**src/hw/rtl/sbi_pkg.sv**
```systemverilog
// Shared types, widths and a helper function for the segment and box intersection pipeline.
package sbi_pkg;

    // Coordinate width and the widths derived from it.
    localparam int CoordW = 32;
    localparam int EdgeW  = CoordW + 1;
    localparam int DifW   = CoordW + 1;
    localparam int NumW   = CoordW + 2;
    localparam int ProdW  = NumW + DifW;
    localparam int QuoW   = CoordW + 3;
    localparam int RemW   = CoordW + 1;
    localparam int TW     = CoordW + 4;
    localparam int DivLat = QuoW + 2;
    localparam int Lanes  = 4;

    typedef enum logic [1:0] {
        EDGE_BOTTOM = 2'd0,
        EDGE_LEFT   = 2'd1,
        EDGE_RIGHT  = 2'd2,
        EDGE_TOP    = 2'd3
    } edge_t;

    typedef struct packed {
        logic signed [CoordW-1:0] start_x;
        logic signed [CoordW-1:0] start_y;
        logic signed [CoordW-1:0] end_x;
        logic signed [CoordW-1:0] end_y;
        logic signed [CoordW-1:0] box_center_x;
        logic signed [CoordW-1:0] box_center_y;
        logic [CoordW-2:0]        box_width;
        logic [CoordW-2:0]        box_height;
    } query_t;

    typedef struct packed {
        logic                     hit;
        edge_t                    hit_edge;
        logic signed [CoordW-1:0] hit_x;
        logic signed [CoordW-1:0] hit_y;
    } result_t;

    // Values that ride alongside the dividers until the final selection.
    typedef struct packed {
        logic                     reject;
        logic signed [EdgeW-1:0]  left;
        logic signed [EdgeW-1:0]  right;
        logic signed [EdgeW-1:0]  top;
        logic signed [EdgeW-1:0]  bottom;
        logic signed [CoordW-1:0] sx;
        logic signed [CoordW-1:0] sy;
    } side_t;

    // One divider lane computes trunc(num * mul / div).
    typedef struct packed {
        logic signed [NumW-1:0] num;
        logic signed [DifW-1:0] mul;
        logic signed [DifW-1:0] div;
    } lane_in_t;

    typedef struct packed {
        logic                 skip;
        logic                 big;
        logic signed [TW-1:0] quo;
    } lane_out_t;

    // Saturate a wide signed value to the coordinate range.
    function automatic logic [CoordW-1:0] clamp_coord(input logic signed [TW-1:0] v);
        logic signed [TW-1:0] hi_lim;
        logic signed [TW-1:0] lo_lim;
        hi_lim = {{(TW-CoordW+1){1'b0}}, {(CoordW-1){1'b1}}};
        lo_lim = ~hi_lim;
        if (v > hi_lim)
        begin
            return hi_lim[CoordW-1:0];
        end
        else if (v < lo_lim)
        begin
            return lo_lim[CoordW-1:0];
        end
        return v[CoordW-1:0];
    endfunction

endpackage

```
**src/hw/rtl/sbi_front.sv**
```systemverilog
// Front stage: box edges, segment deltas, trivial rejection and the divider operands.
module sbi_front (
    input  logic                                  clk,
    input  sbi_pkg::query_t                       query,
    output sbi_pkg::side_t                        side,
    output sbi_pkg::lane_in_t [sbi_pkg::Lanes-1:0] lane
);
    import sbi_pkg::*;

    logic signed [EdgeW-1:0] sx_e, sy_e, ex_e, ey_e, cx_e, cy_e, hw_e, hh_e;
    logic signed [EdgeW-1:0] left, right, top, bottom;
    logic signed [DifW-1:0]  dx, dy;
    logic                    reject;
    side_t                   side_next, side_reg;
    lane_in_t [Lanes-1:0]    lane_next, lane_reg;

    // Sign-extend the coordinates and halve the sizes.
    always_comb
    begin
        sx_e   = {query.start_x[CoordW-1], query.start_x};
        sy_e   = {query.start_y[CoordW-1], query.start_y};
        ex_e   = {query.end_x[CoordW-1], query.end_x};
        ey_e   = {query.end_y[CoordW-1], query.end_y};
        cx_e   = {query.box_center_x[CoordW-1], query.box_center_x};
        cy_e   = {query.box_center_y[CoordW-1], query.box_center_y};
        hw_e   = {3'b000, query.box_width[CoordW-2:1]};
        hh_e   = {3'b000, query.box_height[CoordW-2:1]};
        left   = cx_e - hw_e;
        right  = cx_e + hw_e;
        top    = cy_e + hh_e;
        bottom = cy_e - hh_e;
        dx     = ex_e - sx_e;
        dy     = ey_e - sy_e;
    end

    // Both ends beyond one edge means no crossing at all.
    always_comb
    begin
        reject = (sx_e <= left && ex_e <= left) || (sx_e >= right && ex_e >= right) ||
                 (sy_e >= top && ey_e >= top) || (sy_e <= bottom && ey_e <= bottom);
    end

    // Operands for one crossing on each edge, in bottom, left, right, top order.
    always_comb
    begin
        side_next.reject = reject;
        side_next.left   = left;
        side_next.right  = right;
        side_next.top    = top;
        side_next.bottom = bottom;
        side_next.sx     = query.start_x;
        side_next.sy     = query.start_y;
        lane_next[EDGE_BOTTOM].num = {bottom[EdgeW-1], bottom} - {sy_e[EdgeW-1], sy_e};
        lane_next[EDGE_BOTTOM].mul = dx;
        lane_next[EDGE_BOTTOM].div = dy;
        lane_next[EDGE_LEFT].num   = {left[EdgeW-1], left} - {sx_e[EdgeW-1], sx_e};
        lane_next[EDGE_LEFT].mul   = dy;
        lane_next[EDGE_LEFT].div   = dx;
        lane_next[EDGE_RIGHT].num  = {right[EdgeW-1], right} - {sx_e[EdgeW-1], sx_e};
        lane_next[EDGE_RIGHT].mul  = dy;
        lane_next[EDGE_RIGHT].div  = dx;
        lane_next[EDGE_TOP].num    = {top[EdgeW-1], top} - {sy_e[EdgeW-1], sy_e};
        lane_next[EDGE_TOP].mul    = dx;
        lane_next[EDGE_TOP].div    = dy;
    end

    always_ff @(posedge clk)
    begin
        side_reg <= side_next;
        lane_reg <= lane_next;
    end

    assign side = side_reg;
    assign lane = lane_reg;

endmodule

```
**config.mk**
```make
export PLATFORM = sky130hd
export DESIGN_NAME = sbi_front
export DESIGN_NICKNAME = d
export VERILOG_FILES = /design/src/hw/rtl/sbi_pkg.sv /design/src/hw/rtl/sbi_front.sv
export SDC_FILE = /design/constraint.sdc
export NUM_CORES = 1
export LEC_CHECK = 0
export BUFFER_PORTS_ARGS = -buffer_cell sky130_fd_sc_hd__buf_2
export CORE_AREA = 2 2 327 329
export CTS_BUF_LIST = sky130_fd_sc_hd__clkbuf_8 sky130_fd_sc_hd__clkbuf_16
export CTS_CLUSTER_DIAMETER = 150
export DETAILED_ROUTE_END_ITERATION = 12
export DIE_AREA = 0 0 329 331
export SYNTH_ARGS = -nofsm -noshare
export SYNTH_HDL_FRONTEND = slang
export SYNTH_SLANG_ARGS = --single-unit
```
**constraint.sdc**
```tcl
create_clock -name clk -period 6.2 [get_ports clk]
set_input_delay 0.31 -clock clk [delete_from_list [all_inputs] [get_ports clk]]
set_output_delay 0.31 -clock clk [all_outputs]
set_load 0.05 [all_outputs]
```
==> reports/results.ini <==
[worst_hold_path]
hold_class = input pin to register
min_to = side[194]$_DFF_P_
holdPathStages = 2
hp-start = query[125]

[floorplanning]
io_pins = 852
fp-row-count = 119
die_y_um = 331
start_util = 0.2814
dieWidth_um = 329
design.die.area_um2 = 108900
core_area_um2 = 105000

[cells_and_area]
num-fill-cells = 10968
ff_latch_area_um2 = 7948
drive_above_1_share = 0.2445
post_layout_nonfiller_instances = 5622
layout_common_cells = 849 x buf_2, 449 x ha_1, 397 x dfxtp_1, 350 x inv_1, 263 x a21oi_1
final_common_cell = buf_2
multi_input_area_um2 = 18540
area_growth_pct = 23.20
fin_util = 0.3466
largest_register_ffs = 202
finalNetCount = 4894

[synth]
netlist_area_um2 = 29540
synth_edf_count = 0
ys_seq_elements = 397
syn_inst = 3445
synth_warnings = 0
syn_nets = 4159
synth.distinct_cells = 92
avgSynthCellArea_um2 = 8.574
synth-main-ff-cell = dfxtp_1
async_reset_ff_frac = 0
ys_seq_area_frac = 0.2691

[critical_path]
path_cells = buf_2 > ha_1 > inv_1 > fa_1 > nor2_1 > o221ai_1 > a211oi_2 > o21ai_2 > o311ai_1 > a311oi_2 > or3_4 > o31ai_4 > xnor2_1 > ha_1 > and3_1 > nand4_1 > or4_1 > o211a_1 > o21ai_0 > nand4_1
arrival_ps = 5540
crit_path_end_kind = register
crit_type = input pin to register
critical_path.startpoint_type = input pin
worstPathMaxFanout = 5
slowest_delay_ps = 570
slowest_stage = o311ai_1
worstPathRequired_ps = 6710

[sta]
hold_slack_ps = 101.6
fin_ws_ps = 1169
slew_viol_final = 0
tightest_slew_ps = 943.1
min_period_ps = 5031
setup_viol = 0
rsz0062_at_grt = false
maxSlewHeadroom = 0.3667
fmax_mhz = 198.8
timing.final.crit_share = 0.8115
setup_tns_ps = 0
finalHoldViolations = 0

[clock_tree]
cts_max_level = 2
clk_pin_slew_worst_paths_ps = 60
cts_buffer_depth = 3
cts_tree = yes
cts_buffers = 50
root_buffer = clkbuf_16
cts.sinks = 397
cts_resized = 0
cts_setup_buffers = 0

[placed_design]
placed_cells = 5453
place_congestion = 0.9841
io_buffers = 849
dpl.hpwl_mm = 108.4
pre_cts_ws_ps = 532.9

[route]
route.vias.total = 27961
drcViolationCount = 0
dr.pass1.iters = 5
viasPerCell = 4.973
drtIter0Drc = 1460
detail_route.wirelength_mm = 126.9
ant_nets = 0
avgRoutedWirePerCell_um = 22.57

[run]
cap_violations = 0

[grt]
grt_pass1_wl_mm = 176.0
antenna_found_initial = 26
grt_use_total = 0.2201
grt_pass1_vias = 26747
grt-ovfl-total = 0
grt_max_degree = 16

[run_status]
run_status = completed

[power_and_ir_drop]
p_per_area_nw_per_um2 = 433.7
p_leak_nw = 17.96
ir_drop_mv = 0.3506

[routing by layer]
| layer | routed length [um] | global-route usage |
|---|---|---|
| met1 | 48980 | 0.2469 |
| met2 | 64030 | 0.4052 |
| met3 | 7838 | 0.03739 |
| met4 | 5980 | 0.09927 |
| met5 | 77 | 0 |
[cell families after synthesis]
group	after synthesis	synth area share
multiplexers	1	0.0005082
buffers and inverters	604	0.1033
XOR/XNOR	298	0.08837
adder cells (fa/ha/maj)	459	0.1970
flip-flops	397	0.2691
AO/OA/AOI/OAI	907	0.2100
AND/OR/NAND/NOR	779	0.1317
[final cells by class]
type | instances | area share
Multi-Input combinational cell | 2444 | 0.5095
Sequential cell | 397 | 0.2184
Timing Repair Buffer | 945 | 0.1411
Tap cell | 1391 | 0.04783
Clock buffer | 59 | 0.03779
Inverter | 342 | 0.03528
Clock inverter | 29 | 0.009078
Antenna cell | 15 | 0.001032
[power breakdown]
group / leakage [nW] / total, mW / switching (mW) / internal [mW]
registers: 3.35 / 3.69 / 0.394 / 3.30
logic: 13.8 / 9.02 / 6.70 / 2.32
clock network: 0.856 / 3.07 / 1.31 / 1.76
[what timing repair did]
action | CTS | global route
hold buffers | 66 | 0
hold endpoints to repair | 70 | 0
endpoints found under the setup margin | 0 | 0
[metrics by stage]
stage | instance area, um^2 | total power, mW
floorplan | 29540 | 10.45
global placement | 33980 | 12.68
detailed placement | 33980 | 12.68
CTS | 36350 | 15.88
global route | 36370 | 16.51
finish | 36390 | 15.78
[worst max-delay path, delay by kind of cell]
| kind | cells | cell delay, ps |
|---|---|---|
| and+or+nand+nor | 6 | 1570 |
| AOI/OAI and AO/OA | 8 | 2430 |
| adders and majority gates | 3 | 920 |
| buffers and inverters | 2 | 140 |
| xor gates and xnor gates | 1 | 140 |
[cells in the mapped netlist, types with 13 or more instances]
library cell,count,area (um^2)
a211o_1,15,131.4
a211oi_1,32,240.2
a21o_1,119,893.4
a21oi_1,263,1316
a221oi_1,15,131.4
a31oi_1,20,125.1
and2_1,18,112.6
and3_1,26,162.7
buf_2,17,85.08
buf_4,201,1509
clkbuf_1,39,146.4
dfxtp_1,397,7948
ha_1,449,5618
inv_1,342,1284
nand2_1,140,525.5
nand2b_1,45,281.5
nand3_1,67,335.3
nand4_1,57,356.6
nor2_1,222,833.3
nor2b_1,49,306.5
nor3_1,71,355.3
nor4_1,16,100.1
o2111ai_1,13,113.9
o211ai_1,21,157.7
o21a_1,39,292.8
o21ai_0,141,705.7
o21bai_1,60,450.4
o31ai_1,16,120.1
or2_2,14,87.58
or3_1,15,93.84
xnor2_1,203,1778
xor2_1,95,832.1
[how the worst max path moves through the flow]
stage	from	end	slack (ps)
finish	query[1]	side[196]$_DFF_P_	1170
global route	query[39]	lane[297]$_DFF_P_	820
CTS	query[1]	side[196]$_DFF_P_	1230
detailed placement	query[1]	side[196]$_DFF_P_	530
global placement	query[1]	side[196]$_DFF_P_	560
floorplan	query[13]	side[196]$_DFF_P_	1570
Note: power is estimated with default switching activity, not from simulation.
