===== src/hw/rtl/sbi_pkg.sv =====
// Shared types, widths and a helper function for the segment and box intersection pipeline.
package sbi_pkg;

    // Coordinate width and the widths derived from it.
    localparam int CoordW = 32;
    localparam int EdgeW  = CoordW + 1;
    localparam int DifW   = CoordW + 1;
    localparam int NumW   = CoordW + 2;
    localparam int ProdW  = NumW + DifW;
    localparam int QuoW   = CoordW + 3;
    localparam int RemW   = CoordW + 1;
    localparam int TW     = CoordW + 4;
    localparam int DivLat = QuoW + 2;
    localparam int Lanes  = 4;

    typedef enum logic [1:0] {
        EDGE_BOTTOM = 2'd0,
        EDGE_LEFT   = 2'd1,
        EDGE_RIGHT  = 2'd2,
        EDGE_TOP    = 2'd3
    } edge_t;

    typedef struct packed {
        logic signed [CoordW-1:0] start_x;
        logic signed [CoordW-1:0] start_y;
        logic signed [CoordW-1:0] end_x;
        logic signed [CoordW-1:0] end_y;
        logic signed [CoordW-1:0] box_center_x;
        logic signed [CoordW-1:0] box_center_y;
        logic [CoordW-2:0]        box_width;
        logic [CoordW-2:0]        box_height;
    } query_t;

    typedef struct packed {
        logic                     hit;
        edge_t                    hit_edge;
        logic signed [CoordW-1:0] hit_x;
        logic signed [CoordW-1:0] hit_y;
    } result_t;

    // Values that ride alongside the dividers until the final selection.
    typedef struct packed {
        logic                     reject;
        logic signed [EdgeW-1:0]  left;
        logic signed [EdgeW-1:0]  right;
        logic signed [EdgeW-1:0]  top;
        logic signed [EdgeW-1:0]  bottom;
        logic signed [CoordW-1:0] sx;
        logic signed [CoordW-1:0] sy;
    } side_t;

    // One divider lane computes trunc(num * mul / div).
    typedef struct packed {
        logic signed [NumW-1:0] num;
        logic signed [DifW-1:0] mul;
        logic signed [DifW-1:0] div;
    } lane_in_t;

    typedef struct packed {
        logic                 skip;
        logic                 big;
        logic signed [TW-1:0] quo;
    } lane_out_t;

    // Saturate a wide signed value to the coordinate range.
    function automatic logic [CoordW-1:0] clamp_coord(input logic signed [TW-1:0] v);
        logic signed [TW-1:0] hi_lim;
        logic signed [TW-1:0] lo_lim;
        hi_lim = {{(TW-CoordW+1){1'b0}}, {(CoordW-1){1'b1}}};
        lo_lim = ~hi_lim;
        if (v > hi_lim)
        begin
            return hi_lim[CoordW-1:0];
        end
        else if (v < lo_lim)
        begin
            return lo_lim[CoordW-1:0];
        end
        return v[CoordW-1:0];
    endfunction

endpackage


===== src/hw/rtl/sbi_select.sv =====
// Final stage: crossing points, edge tests in priority order and the output register.
module sbi_select (
    input  logic                                   clk,
    input  logic                                   rst_n,
    input  logic                                   valid,
    input  sbi_pkg::side_t                         side,
    input  sbi_pkg::lane_out_t [sbi_pkg::Lanes-1:0] lane,
    output logic                                   done,
    output sbi_pkg::result_t                       result
);
    import sbi_pkg::*;

    logic signed [TW-1:0] sx_t, sy_t, left_t, right_t, top_t, bottom_t;
    logic signed [TW-1:0] t_b, t_l, t_r, t_t;
    logic                 ok_b, ok_l, ok_r, ok_t;
    result_t              res_next, res_reg;
    logic                 done_reg;

    // Crossing coordinates along each edge.
    always_comb
    begin
        sx_t     = TW'(side.sx);
        sy_t     = TW'(side.sy);
        left_t   = TW'(side.left);
        right_t  = TW'(side.right);
        top_t    = TW'(side.top);
        bottom_t = TW'(side.bottom);
        t_b = lane[EDGE_BOTTOM].quo + sx_t;
        t_l = lane[EDGE_LEFT].quo + sy_t;
        t_r = lane[EDGE_RIGHT].quo + sy_t;
        t_t = lane[EDGE_TOP].quo + sx_t;
        ok_b = !lane[EDGE_BOTTOM].skip && !lane[EDGE_BOTTOM].big &&
               t_b > left_t && t_b < right_t;
        ok_l = !lane[EDGE_LEFT].skip && !lane[EDGE_LEFT].big &&
               t_l < top_t && t_l > bottom_t;
        ok_r = !lane[EDGE_RIGHT].skip && !lane[EDGE_RIGHT].big &&
               t_r < top_t && t_r > bottom_t;
        ok_t = !lane[EDGE_TOP].skip && !lane[EDGE_TOP].big &&
               t_t > left_t && t_t < right_t;
    end

    // The first crossed edge in bottom, left, right, top order wins; a rejected segment reports nothing.
    always_comb
    begin
        res_next = '0;
        if (!side.reject)
        begin
            if (ok_b)
            begin
                res_next.hit      = 1'b1;
                res_next.hit_edge = EDGE_BOTTOM;
                res_next.hit_x    = clamp_coord(t_b);
                res_next.hit_y    = clamp_coord(bottom_t);
            end
            else if (ok_l)
            begin
                res_next.hit      = 1'b1;
                res_next.hit_edge = EDGE_LEFT;
                res_next.hit_x    = clamp_coord(left_t);
                res_next.hit_y    = clamp_coord(t_l);
            end
            else if (ok_r)
            begin
                res_next.hit      = 1'b1;
                res_next.hit_edge = EDGE_RIGHT;
                res_next.hit_x    = clamp_coord(right_t);
                res_next.hit_y    = clamp_coord(t_r);
            end
            else if (ok_t)
            begin
                res_next.hit      = 1'b1;
                res_next.hit_edge = EDGE_TOP;
                res_next.hit_x    = clamp_coord(t_t);
                res_next.hit_y    = clamp_coord(top_t);
            end
        end
    end

    always_ff @(posedge clk or negedge rst_n)
    begin
        if (!rst_n)
        begin
            done_reg <= 1'b0;
        end
        else
        begin
            done_reg <= valid;
        end
    end

    always_ff @(posedge clk)
    begin
        res_reg <= res_next;
    end

    assign done   = done_reg;
    assign result = res_reg;

endmodule


===== config.mk =====
export PLATFORM = sky130hd
export DESIGN_NAME = sbi_select
export DESIGN_NICKNAME = d
export VERILOG_FILES = /design/src/hw/rtl/sbi_pkg.sv /design/src/hw/rtl/sbi_select.sv
export SDC_FILE = /design/constraint.sdc
export NUM_CORES = 1
export LEC_CHECK = 0
export BUFFER_PORTS_ARGS = -buffer_cell sky130_fd_sc_hd__buf_2
export CAP_MARGIN = 20
export CORE_AREA = 2 2 186 188
export DETAILED_ROUTE_END_ITERATION = 8
export DIE_AREA = 0 0 188 190
export HOLD_SLACK_MARGIN = 0.15
export PLACE_DENSITY_LB_ADDON = 0.15
export SLEW_MARGIN = 10
export SYNTH_ARGS = -nofsm -noshare
export SYNTH_HDL_FRONTEND = slang
export SYNTH_SLANG_ARGS = --single-unit

===== constraint.sdc =====
create_clock -name clk -period 0.8 [get_ports clk]
set_clock_uncertainty 0.05 [all_clocks]
set_input_delay 0.04 -clock clk [delete_from_list [all_inputs] [get_ports clk]]
set_output_delay 0.04 -clock clk [all_outputs]
set_load 0.02 [all_outputs]

==> qor.yml, run 1 <==
haltStage: "global routing (5_1_grt)"
synth_xor_area_frac: 0.0588
synthDistinctLibCells: 93
grt_max_degree: 32
grt_pass1_vias: 36400
synth_seq_cells: 68
port-buffer-count: 419
synth_edf_count: 0
die_h_um: 190
synth-simple-area-share: 0.179
synth.area.mux_share: 0.00319
syn_inst: 2677
synth_top_family_by_area: "compound AO/OA/AOI/OAI gates"
synthFlopType: "dfxtp_1"
clockBufferDepth: 2
die_x_um: 188
cts.root.buffer_cell: "clkbuf_16"
ys_seq_area_frac: 0.0711
grt_usage: 0.776
firstError: "[ERROR GRT-0116] Global routing finished with congestion. Check the congestion regions in the DRC Viewer."
htree_levels: 3
numCtsBuffers: 9
start_util: 0.566
gp_congestion: 1.12
floorplan.rows: 68
yosys_warnings: 0
netlist_area_um2: 19200
syn-num-nets: 3457
cts.sinks: 68
synthAdderAreaFrac: 0.281
io-pin-count: 420
syn_area_per_cell_um2: 7.18
async_flop_share: 0.0147
overflow: 154
synth-compound-area-share: 0.345
dp_hpwl_um: 77700
grt_pass1_wl_um: 216000
status: "aborted with a tool error"
through the flow:
stage                     setup slack, ns  hold slack (ns)  cells  instance area [um^2]
after floorplan                     -3.62           -0.306   2677                 19600
after CTS                           -3.87          -0.0329   4449                 31600
after detailed placement            -4.56           -0.234   4352                 28900
after global placement              -4.35           -0.235   4352                 28900
cell families after synthesis:
| family | count (synthesis) |
|---|---|
| AO/OA/AOI/OAI | 1019 |
| AND/OR/NAND/NOR | 723 |
| adder cells (fa/ha/maj) | 429 |
| buffers and inverters | 306 |
| XOR/XNOR | 126 |
| flip-flops | 68 |
| multiplexers | 6 |
what timing repair did:
action / in CTS
endpoints found under the setup margin: 135
pin swaps: 107
hold buffers: 22
endpoints found under the hold margin: 44
gates cloned: 15
gates resized for setup: 431
setup buffers: 44
synth_stat cells, drive strengths merged, types with 8 or more instances:
cell type | n | area share
a221oi | 47 | 0.023
o32ai | 28 | 0.013
nand2b | 27 | 0.0088
a31o | 11 | 0.0050
a211oi | 86 | 0.034
nand2 | 251 | 0.049
buf | 19 | 0.0058
a2111oi | 15 | 0.0085
a31oi | 27 | 0.0098
o221ai | 8 | 0.0040
a21o | 84 | 0.033
o21a | 25 | 0.0098
clkbuf | 98 | 0.019
nor4 | 12 | 0.0042
nand3 | 58 | 0.015
inv | 188 | 0.037
xnor2 | 81 | 0.038
o31ai | 11 | 0.0043
a21boi | 9 | 0.0035
o211ai | 29 | 0.011
nand4 | 78 | 0.025
nor2b | 21 | 0.0068
xor2 | 45 | 0.021
o21ai | 223 | 0.058
dfxtp | 67 | 0.070
o21bai | 16 | 0.0062
a211o | 10 | 0.0046
ha | 424 | 0.28
and3 | 14 | 0.0046
nor2 | 168 | 0.033
a21oi | 321 | 0.084
nor3 | 26 | 0.0068
and2 | 21 | 0.0068
or3 | 15 | 0.0049
and4 | 12 | 0.0055
layer usage:
layer  overflow  GRT usage
met4         67      0.852
met5          0      0.271
met1          1      0.737
met2         84      0.976
met3          2      0.602
==> run 2: changes to the inputs <==
--- a/config.mk
+++ b/config.mk
@@ -7,10 +7,9 @@
 export LEC_CHECK = 0
 export BUFFER_PORTS_ARGS = -buffer_cell sky130_fd_sc_hd__buf_2
 export CAP_MARGIN = 20
-export CORE_AREA = 2 2 186 188
+export CORE_AREA = 2 2 223 225
 export DETAILED_ROUTE_END_ITERATION = 8
-export DIE_AREA = 0 0 188 190
-export HOLD_SLACK_MARGIN = 0.15
+export DIE_AREA = 0 0 225 227
 export PLACE_DENSITY_LB_ADDON = 0.15
 export SLEW_MARGIN = 10
 export SYNTH_ARGS = -nofsm -noshare
==> run 2 against run 1 <==
Against the previous run: the flow now finishes, with violations (hold timing, setup timing); synthesized cell count unchanged; synthesized area is the same.
==> qor.yml, run 2 <==
timing.fmax_mhz: 197
slew_violations: 0
die_h_um: 227  # was 190 um
worstPathMaxFanout: 8
synthFlopType: "dfxtp_1"  # unchanged
core_um2: 48500
cp-start-kind: "input pin"
rsz0062_at_grt: "yes"
cts_tree: "done"
min-delay-path-class: "input pin to flop"
setup_ws_ns: -4.27
grt_usage: 0.396
cp_top_family: "compound AO/OA/AOI/OAI gates"
path_depth: 27
start_util: 0.396  # was 0.566
critPathBufInv: 8
gp_congestion: 1.05  # was 1.12
fin_setup_tns_ns: -287.05
vias: 27600
hold_viol: 4
dp_hpwl_um: 88000  # was 77700 um
critPathMostFrequentCell: "buf_4"
dp.cells: 4617  # was 4352
max_stage_delay_ns: 0.48
ys_seq_area_frac: 0.0711  # unchanged
syn-num-nets: 3457  # unchanged
cts.root.buffer_cell: "clkbuf_16"  # unchanged
final_cell_mix: "buf_4 (1015), ha_1 (408), buf_2 (348), a21oi_1 (298), nand2_1 (249)"
yosysTopAreaCellShare: 0.276  # unchanged
powerDensity_nw_per_um2: 1430
route.detailed.drc: 0
critPathKind: "input pin to flop"
syn_inst: 2677  # unchanged
synth_seq_cells: 68  # unchanged
area_growth_pct: 73.5
routed_wl_um: 106000
grt_pass1_wl_um: 156000
htree_levels: 3  # unchanged
mostFrequentLayoutCell: "buf_4"
power_leakage_nw: 16.7
end_kind: "flop"
yosys-top-cells-area: "ha_1 (28%), a21oi_1 (8.4%), dfxtp_1 (7.0%), o21ai_0 (5.6%), nand2_1 (4.9%)"  # unchanged
vias_per_cell: 5.85
drtIter0Drc: 2044
fin_cells: 4719
clkTransAtPathRegs_ns: 0.07
netlist_area_um2: 19200  # unchanged
die_x_um: 225  # was 188 um
async_flop_share: 0.0147  # unchanged
largest_register_ffs: 67
overflow: 0
synthDistinctLibCells: 93  # unchanged
post-route-period-util: 6.34
cp.required_ns: 1.02
arrival_ns: 5.29
clockBufferDepth: 2  # unchanged
dr.pass1.iters: 6
yosysMostFrequentCell: "ha_1"  # unchanged
synth_edf_count: 0  # unchanged
status: "finished with violations"  # was aborted with a tool error
drtAntennaViolNets: 0
numCtsBuffers: 9  # unchanged
holdBufCountCts: 18  # was 22
total_power_mw: 47.6
synth_commonest_cells: "ha_1 (424), a21oi_1 (321), nand2_1 (251)"  # unchanged
grt_max_degree: 30
antenna_found_initial: 2
finalSetupViolations: 135
dieArea_um2: 51100
max_cap_violations: 0
hold_slack_ns: -0.0416
crit_slowest_cell: "a2111o_1"
hold_depth: 3
final_core_util: 0.687
port-buffer-count: 419  # unchanged
io-pin-count: 420  # unchanged
drt-wirelength-per-cell_um: 22.6
layout.nets: 4871
drive_above_1_share: 0.454
ir_drop_mv: 0.880
failed_checks: "hold timing, setup timing"
synth_top_area_cell: "ha_1"  # unchanged
cts.sinks: 68  # unchanged
worstMarginPinSlew_ns: 0.686
syn_area_per_cell_um2: 7.18  # unchanged
floorplan.rows: 81  # was 68
period_minus_slack_ns: 5.07
maxSlewHeadroom: 0.540
yosys_warnings: 0  # unchanged
grt_pass1_vias: 27900
-- run 2: cell counts after synthesis --
No cell type changed its count.
-- run 2: worst paths after layout --
check,start,end
setup / recovery,side[3],result[4]
hold / removal,side[196],result[61]
max in group asynchronous,rst_n,done
min in group asynchronous,rst_n,done
-- run 2: repair_timing --
item / 4_1_cts / 5_1_grt
gates resized for setup: 365 / 173
setup endpoints to repair: 135 / 135
endpoints found under the hold margin: 21 / 3
setup buffers: 26 / 43
gates cloned: 5 / 3
pin swaps: 56 / 125
-- run 2: per-stage QoR --
stage          worst slack (ns)  cell area, um^2  hold WS, ns
5_1_grt                   -4.41            33400      -0.0274
3_5_place_dp              -4.99            30000       -0.234
6_report                  -4.27            33400      -0.0416
3_3_place_gp              -4.96            30000       -0.236
2_1_floorplan             -3.62            19600       -0.306
4_1_cts                   -4.33            32100      -0.0461
-- run 2: cells by family (layout without fill, tap and decap cells) --
group                    after synthesis  after routing  share of synthesized area
multiplexers                           6              6                    0.00319
buffers and inverters                306           1725                     0.0620
adder cells (fa/ha/maj)              429            429                      0.281
XOR/XNOR                             126            126                     0.0588
other                                  0              1                          0
flip-flops                            68             68                     0.0711
AO/OA/AOI/OAI                       1019           1019                      0.345
AND/OR/NAND/NOR                      723            723                      0.179
-- run 2: metal layers --
layer,routed length (um),global-route usage,up-vias
met1,40900,0.450,13000
met4,7910,0.257,2
li1,-,-,12900
met5,13,0,-
met2,50700,0.700,1290
met3,6870,0.0507,393
-- run 2: cell type report --
class                      count  area, um^2
antenna                        1        2.50
clock buffer                  11         253
clock inverter                 5         106
fill                        4086       15200
inverter                     189         709
multi-input combinational   2303       18500
sequential                    68        1480
tap                          622         778
timing repair buffer        1520       11500
-- run 2: power breakdown --
group / total (mW) / switching [mW] / internal, mW
Combinational: 37.7 / 19.6 / 18.1
Clock: 5.27 / 2.04 / 3.23
Sequential: 4.59 / 0.550 / 4.04
Total: 47.6 / 22.2 / 25.4
Note: power is estimated with default switching activity, not from simulation.
==> run 3: changes to the inputs <==
--- a/config.mk
+++ b/config.mk
@@ -7,9 +7,12 @@
 export LEC_CHECK = 0
 export BUFFER_PORTS_ARGS = -buffer_cell sky130_fd_sc_hd__buf_2
 export CAP_MARGIN = 20
-export CORE_AREA = 2 2 223 225
+export CELL_PAD_IN_SITES_DETAIL_PLACEMENT = 1
+export CELL_PAD_IN_SITES_GLOBAL_PLACEMENT = 1
+export CORE_AREA = 3 3 224 226
 export DETAILED_ROUTE_END_ITERATION = 8
-export DIE_AREA = 0 0 225 227
+export DIE_AREA = 0 0 227 229
+export GPL_TIMING_DRIVEN = 0
 export PLACE_DENSITY_LB_ADDON = 0.15
 export SLEW_MARGIN = 10
 export SYNTH_ARGS = -nofsm -noshare
==> run 3 against run 2 <==
Against the previous run: the flow still finishes with violations (hold timing, setup timing); sequential power is 3% lower; first-iteration DRC count is 33% lower; cell count is 17% lower; flip-flop and latch count stayed put; final area is 18% lower; hold slack better by 0.024 ns; via count is 9.9% lower; highest routed layer unchanged.
==> qor.yml, run 3 (synthesis gave the netlist of run 2 again) <==
dieArea_um2: 52000  # was 51100 um^2
fin_setup_tns_ns: -285.55  # was -287.05 ns
fillers: 5977  # was 4086
drive_above_1_share: 0.330  # was 0.454
crit_slowest_cell: "xor2_1"  # was a2111o_1
final_cell_mix: "ha_1 (383), buf_2 (347), a21oi_1 (283), nand2_1 (246), inv_1 (186)"  # was buf_4 (1015), ha_1 (408), buf_2 (348), a21oi_1 (298), nand2_1 (249)
finalSetupViolations: 135  # unchanged
grt_usage: 0.371  # was 0.396
critPathMostFrequentCell: "buf_4"  # unchanged
clockBufferDepth: 2  # unchanged
max_stage_delay_ns: 0.42  # was 0.48 ns
critPathKind: "input pin to flop"  # unchanged
gp_congestion: 0.963  # was 1.05
worstPathMaxFanout: 10  # was 8
antenna_found_initial: 3  # was 2
routed_wl_um: 104000  # was 106000 um
clkTransAtPathRegs_ns: 0.08  # was 0.07 ns
worstMarginPinSlew_ns: 0.977  # was 0.686 ns
critPathBufInv: 6  # was 8
grt_pass1_wl_um: 149000  # was 156000 um
worstHoldEndpoint: "result[63]"  # was result[61]
floorplan.rows: 81  # unchanged
drt-wirelength-per-cell_um: 26.6  # was 22.6 um
setup_ws_ns: -4.40  # was -4.27 ns
drtIter0Drc: 1369  # was 2044
post-route-period-util: 6.50  # was 6.34
largest_register_ffs: 67  # unchanged
max_cap_violations: 0  # unchanged
end_kind: "flop"  # unchanged
powerDensity_nw_per_um2: 1490  # was 1430 nW/um^2
grt_max_degree: 18  # was 30
hold_depth: 3  # unchanged
mostFrequentLayoutCell: "ha_1"  # was buf_4
vias: 24800  # was 27.6k
timing.fmax_mhz: 192  # was 197 MHz
area_growth_pct: 42.0  # was 73.5%
hold_viol: 1  # was 4
numCtsBuffers: 9  # unchanged
vias_per_cell: 6.37  # was 5.85
cts_tree: "done"  # unchanged
ir_drop_mv: 0.824  # was 0.880 mV
route.detailed.drc: 0  # unchanged
holdBufCountCts: 28  # was 18
status: "finished with violations"  # unchanged
grt_pass1_vias: 26100  # was 27.9k
hold_start: "side[196]"  # unchanged
port-buffer-count: 417  # was 419
total_power_mw: 40.7  # was 47.6 mW
failed_checks: "hold timing, setup timing"  # unchanged
hold_slack_ns: -0.0181  # was -0.0416 ns
dp_hpwl_um: 81700  # was 88000 um
layout.nets: 4049  # was 4871
power_leakage_nw: 12.5  # was 16.7 nW
htree_levels: 3  # unchanged
final_core_util: 0.562  # was 0.687
maxSlewHeadroom: 0.348  # was 0.540
io-pin-count: 420  # unchanged
cp-start-kind: "input pin"  # unchanged
die_x_um: 227  # was 225 um
period_minus_slack_ns: 5.20  # was 5.07 ns
overflow: 0  # unchanged
die_h_um: 229  # was 227 um
cts.root.buffer_cell: "clkbuf_16"  # unchanged
arrival_ns: 5.37  # was 5.29 ns
rsz0062_at_grt: "yes"  # unchanged
min-delay-path-class: "input pin to flop"  # unchanged
slew_violations: 0  # unchanged
start_util: 0.396  # unchanged
place_ws_ns: -6.09  # was -4.99 ns
cts.sinks: 68  # unchanged
core_um2: 48500  # unchanged
dr.pass1.iters: 6  # unchanged
drtAntennaViolNets: 0  # unchanged
crit_chain: "buf_2 -> ha_2 -> inv_1 -> fa_1 -> nand2b_4 -> a21oi_4 -> buf_4 -> o21ai_2 -> a31oi_2 -> o31a_1 -> xor2_1 -> ha_1 -> and4_1 -> a221oi_4 -> nand4_1 -> a21oi_2 -> a211oi_4 -> buf_4 -> a211oi_2 -> a31oi_4 -> buf_12 -> buf_6 -> a221oi_2 -> o32ai_1"
cp_top_family: "compound AO/OA/AOI/OAI gates"  # unchanged
cp.required_ns: 0.97  # was 1.02 ns
run 3: cell count changes in the layout (fill, tap and decap cells not counted), sizes merged:
| cell | before | now |
|---|---|---|
| clkdlybuf4s18 | 0 | 1 |
| clkinvlp | 1 | 2 |
| inv | 189 | 192 |
| buf | 1500 | 589 |
| clkbuf | 13 | 89 |
| dlygate4sd3 | 18 | 28 |
| bufinv | 3 | 1 |
run 3: power by group:
group,internal [mW],switching (mW),total [mW]
clock network,2.48,2.14,4.62
logic,12.7,18.9,31.6
registers,4.02,0.417,4.44
run 3: repair_timing:
action	in CTS	in global routing
pin swaps	127	88
gates resized for setup	531	174
cloned	5	4
endpoints found under the setup margin	135	135
buffers inserted	102	48
hold endpoints to repair	29	1
run 3: worst max path at each step:
stage / start / end / slack, ns / cells after the start
floorplan: lane[82] / result[11] / -3.62 / 20
finish: side[0] / result[15] / -4.40 / 24
global placement: side[32] / result[20] / -6.00 / 22
detailed placement: side[32] / result[20] / -6.09 / 22
CTS: side[1] / result[23] / -4.12 / 24
global route: side[0] / result[15] / -4.44 / 24
run 3: layout make-up:
class / count / area (um^2) / area share
clock buffer: 9 / 225 / 0.00825
timing repair buffer: 603 / 4290 / 0.157
antenna: 1 / 2.50 / 0.0000917
sequential: 68 / 1460 / 0.0535
multi-input combinational: 2303 / 19100 / 0.700
clock inverter: 7 / 82.6 / 0.00302
buffer: 95 / 649 / 0.0238
inverter: 189 / 709 / 0.0260
tap: 622 / 778 / 0.0285
run 3: worst min-delay path: cells and delay by family:
kind | cells | cell delay [ns]
AOI/OAI and AO/OA | 1 | 0.05
buffers and inverters | 1 | 0.14
and+or+nand+nor | 1 | 0.14
run 3: routing by layer:
layer / global-route usage / share of wire / up-vias
met4: 0.225 / 0.070 / 2
met1: 0.419 / 0.38 / 12200
met5: 0 / 0.00015 / -
li1: - / - / 11300
met2: 0.664 / 0.49 / 1015
met3: 0.0400 / 0.055 / 374
run 3: through the flow:
stage	instance area, um^2	instances
2_1_floorplan	19600	2677
3_3_place_gp	22500	3716
3_5_place_dp	22500	3717
4_1_cts	26100	3857
5_1_grt	27300	3896
6_report	27300	3897
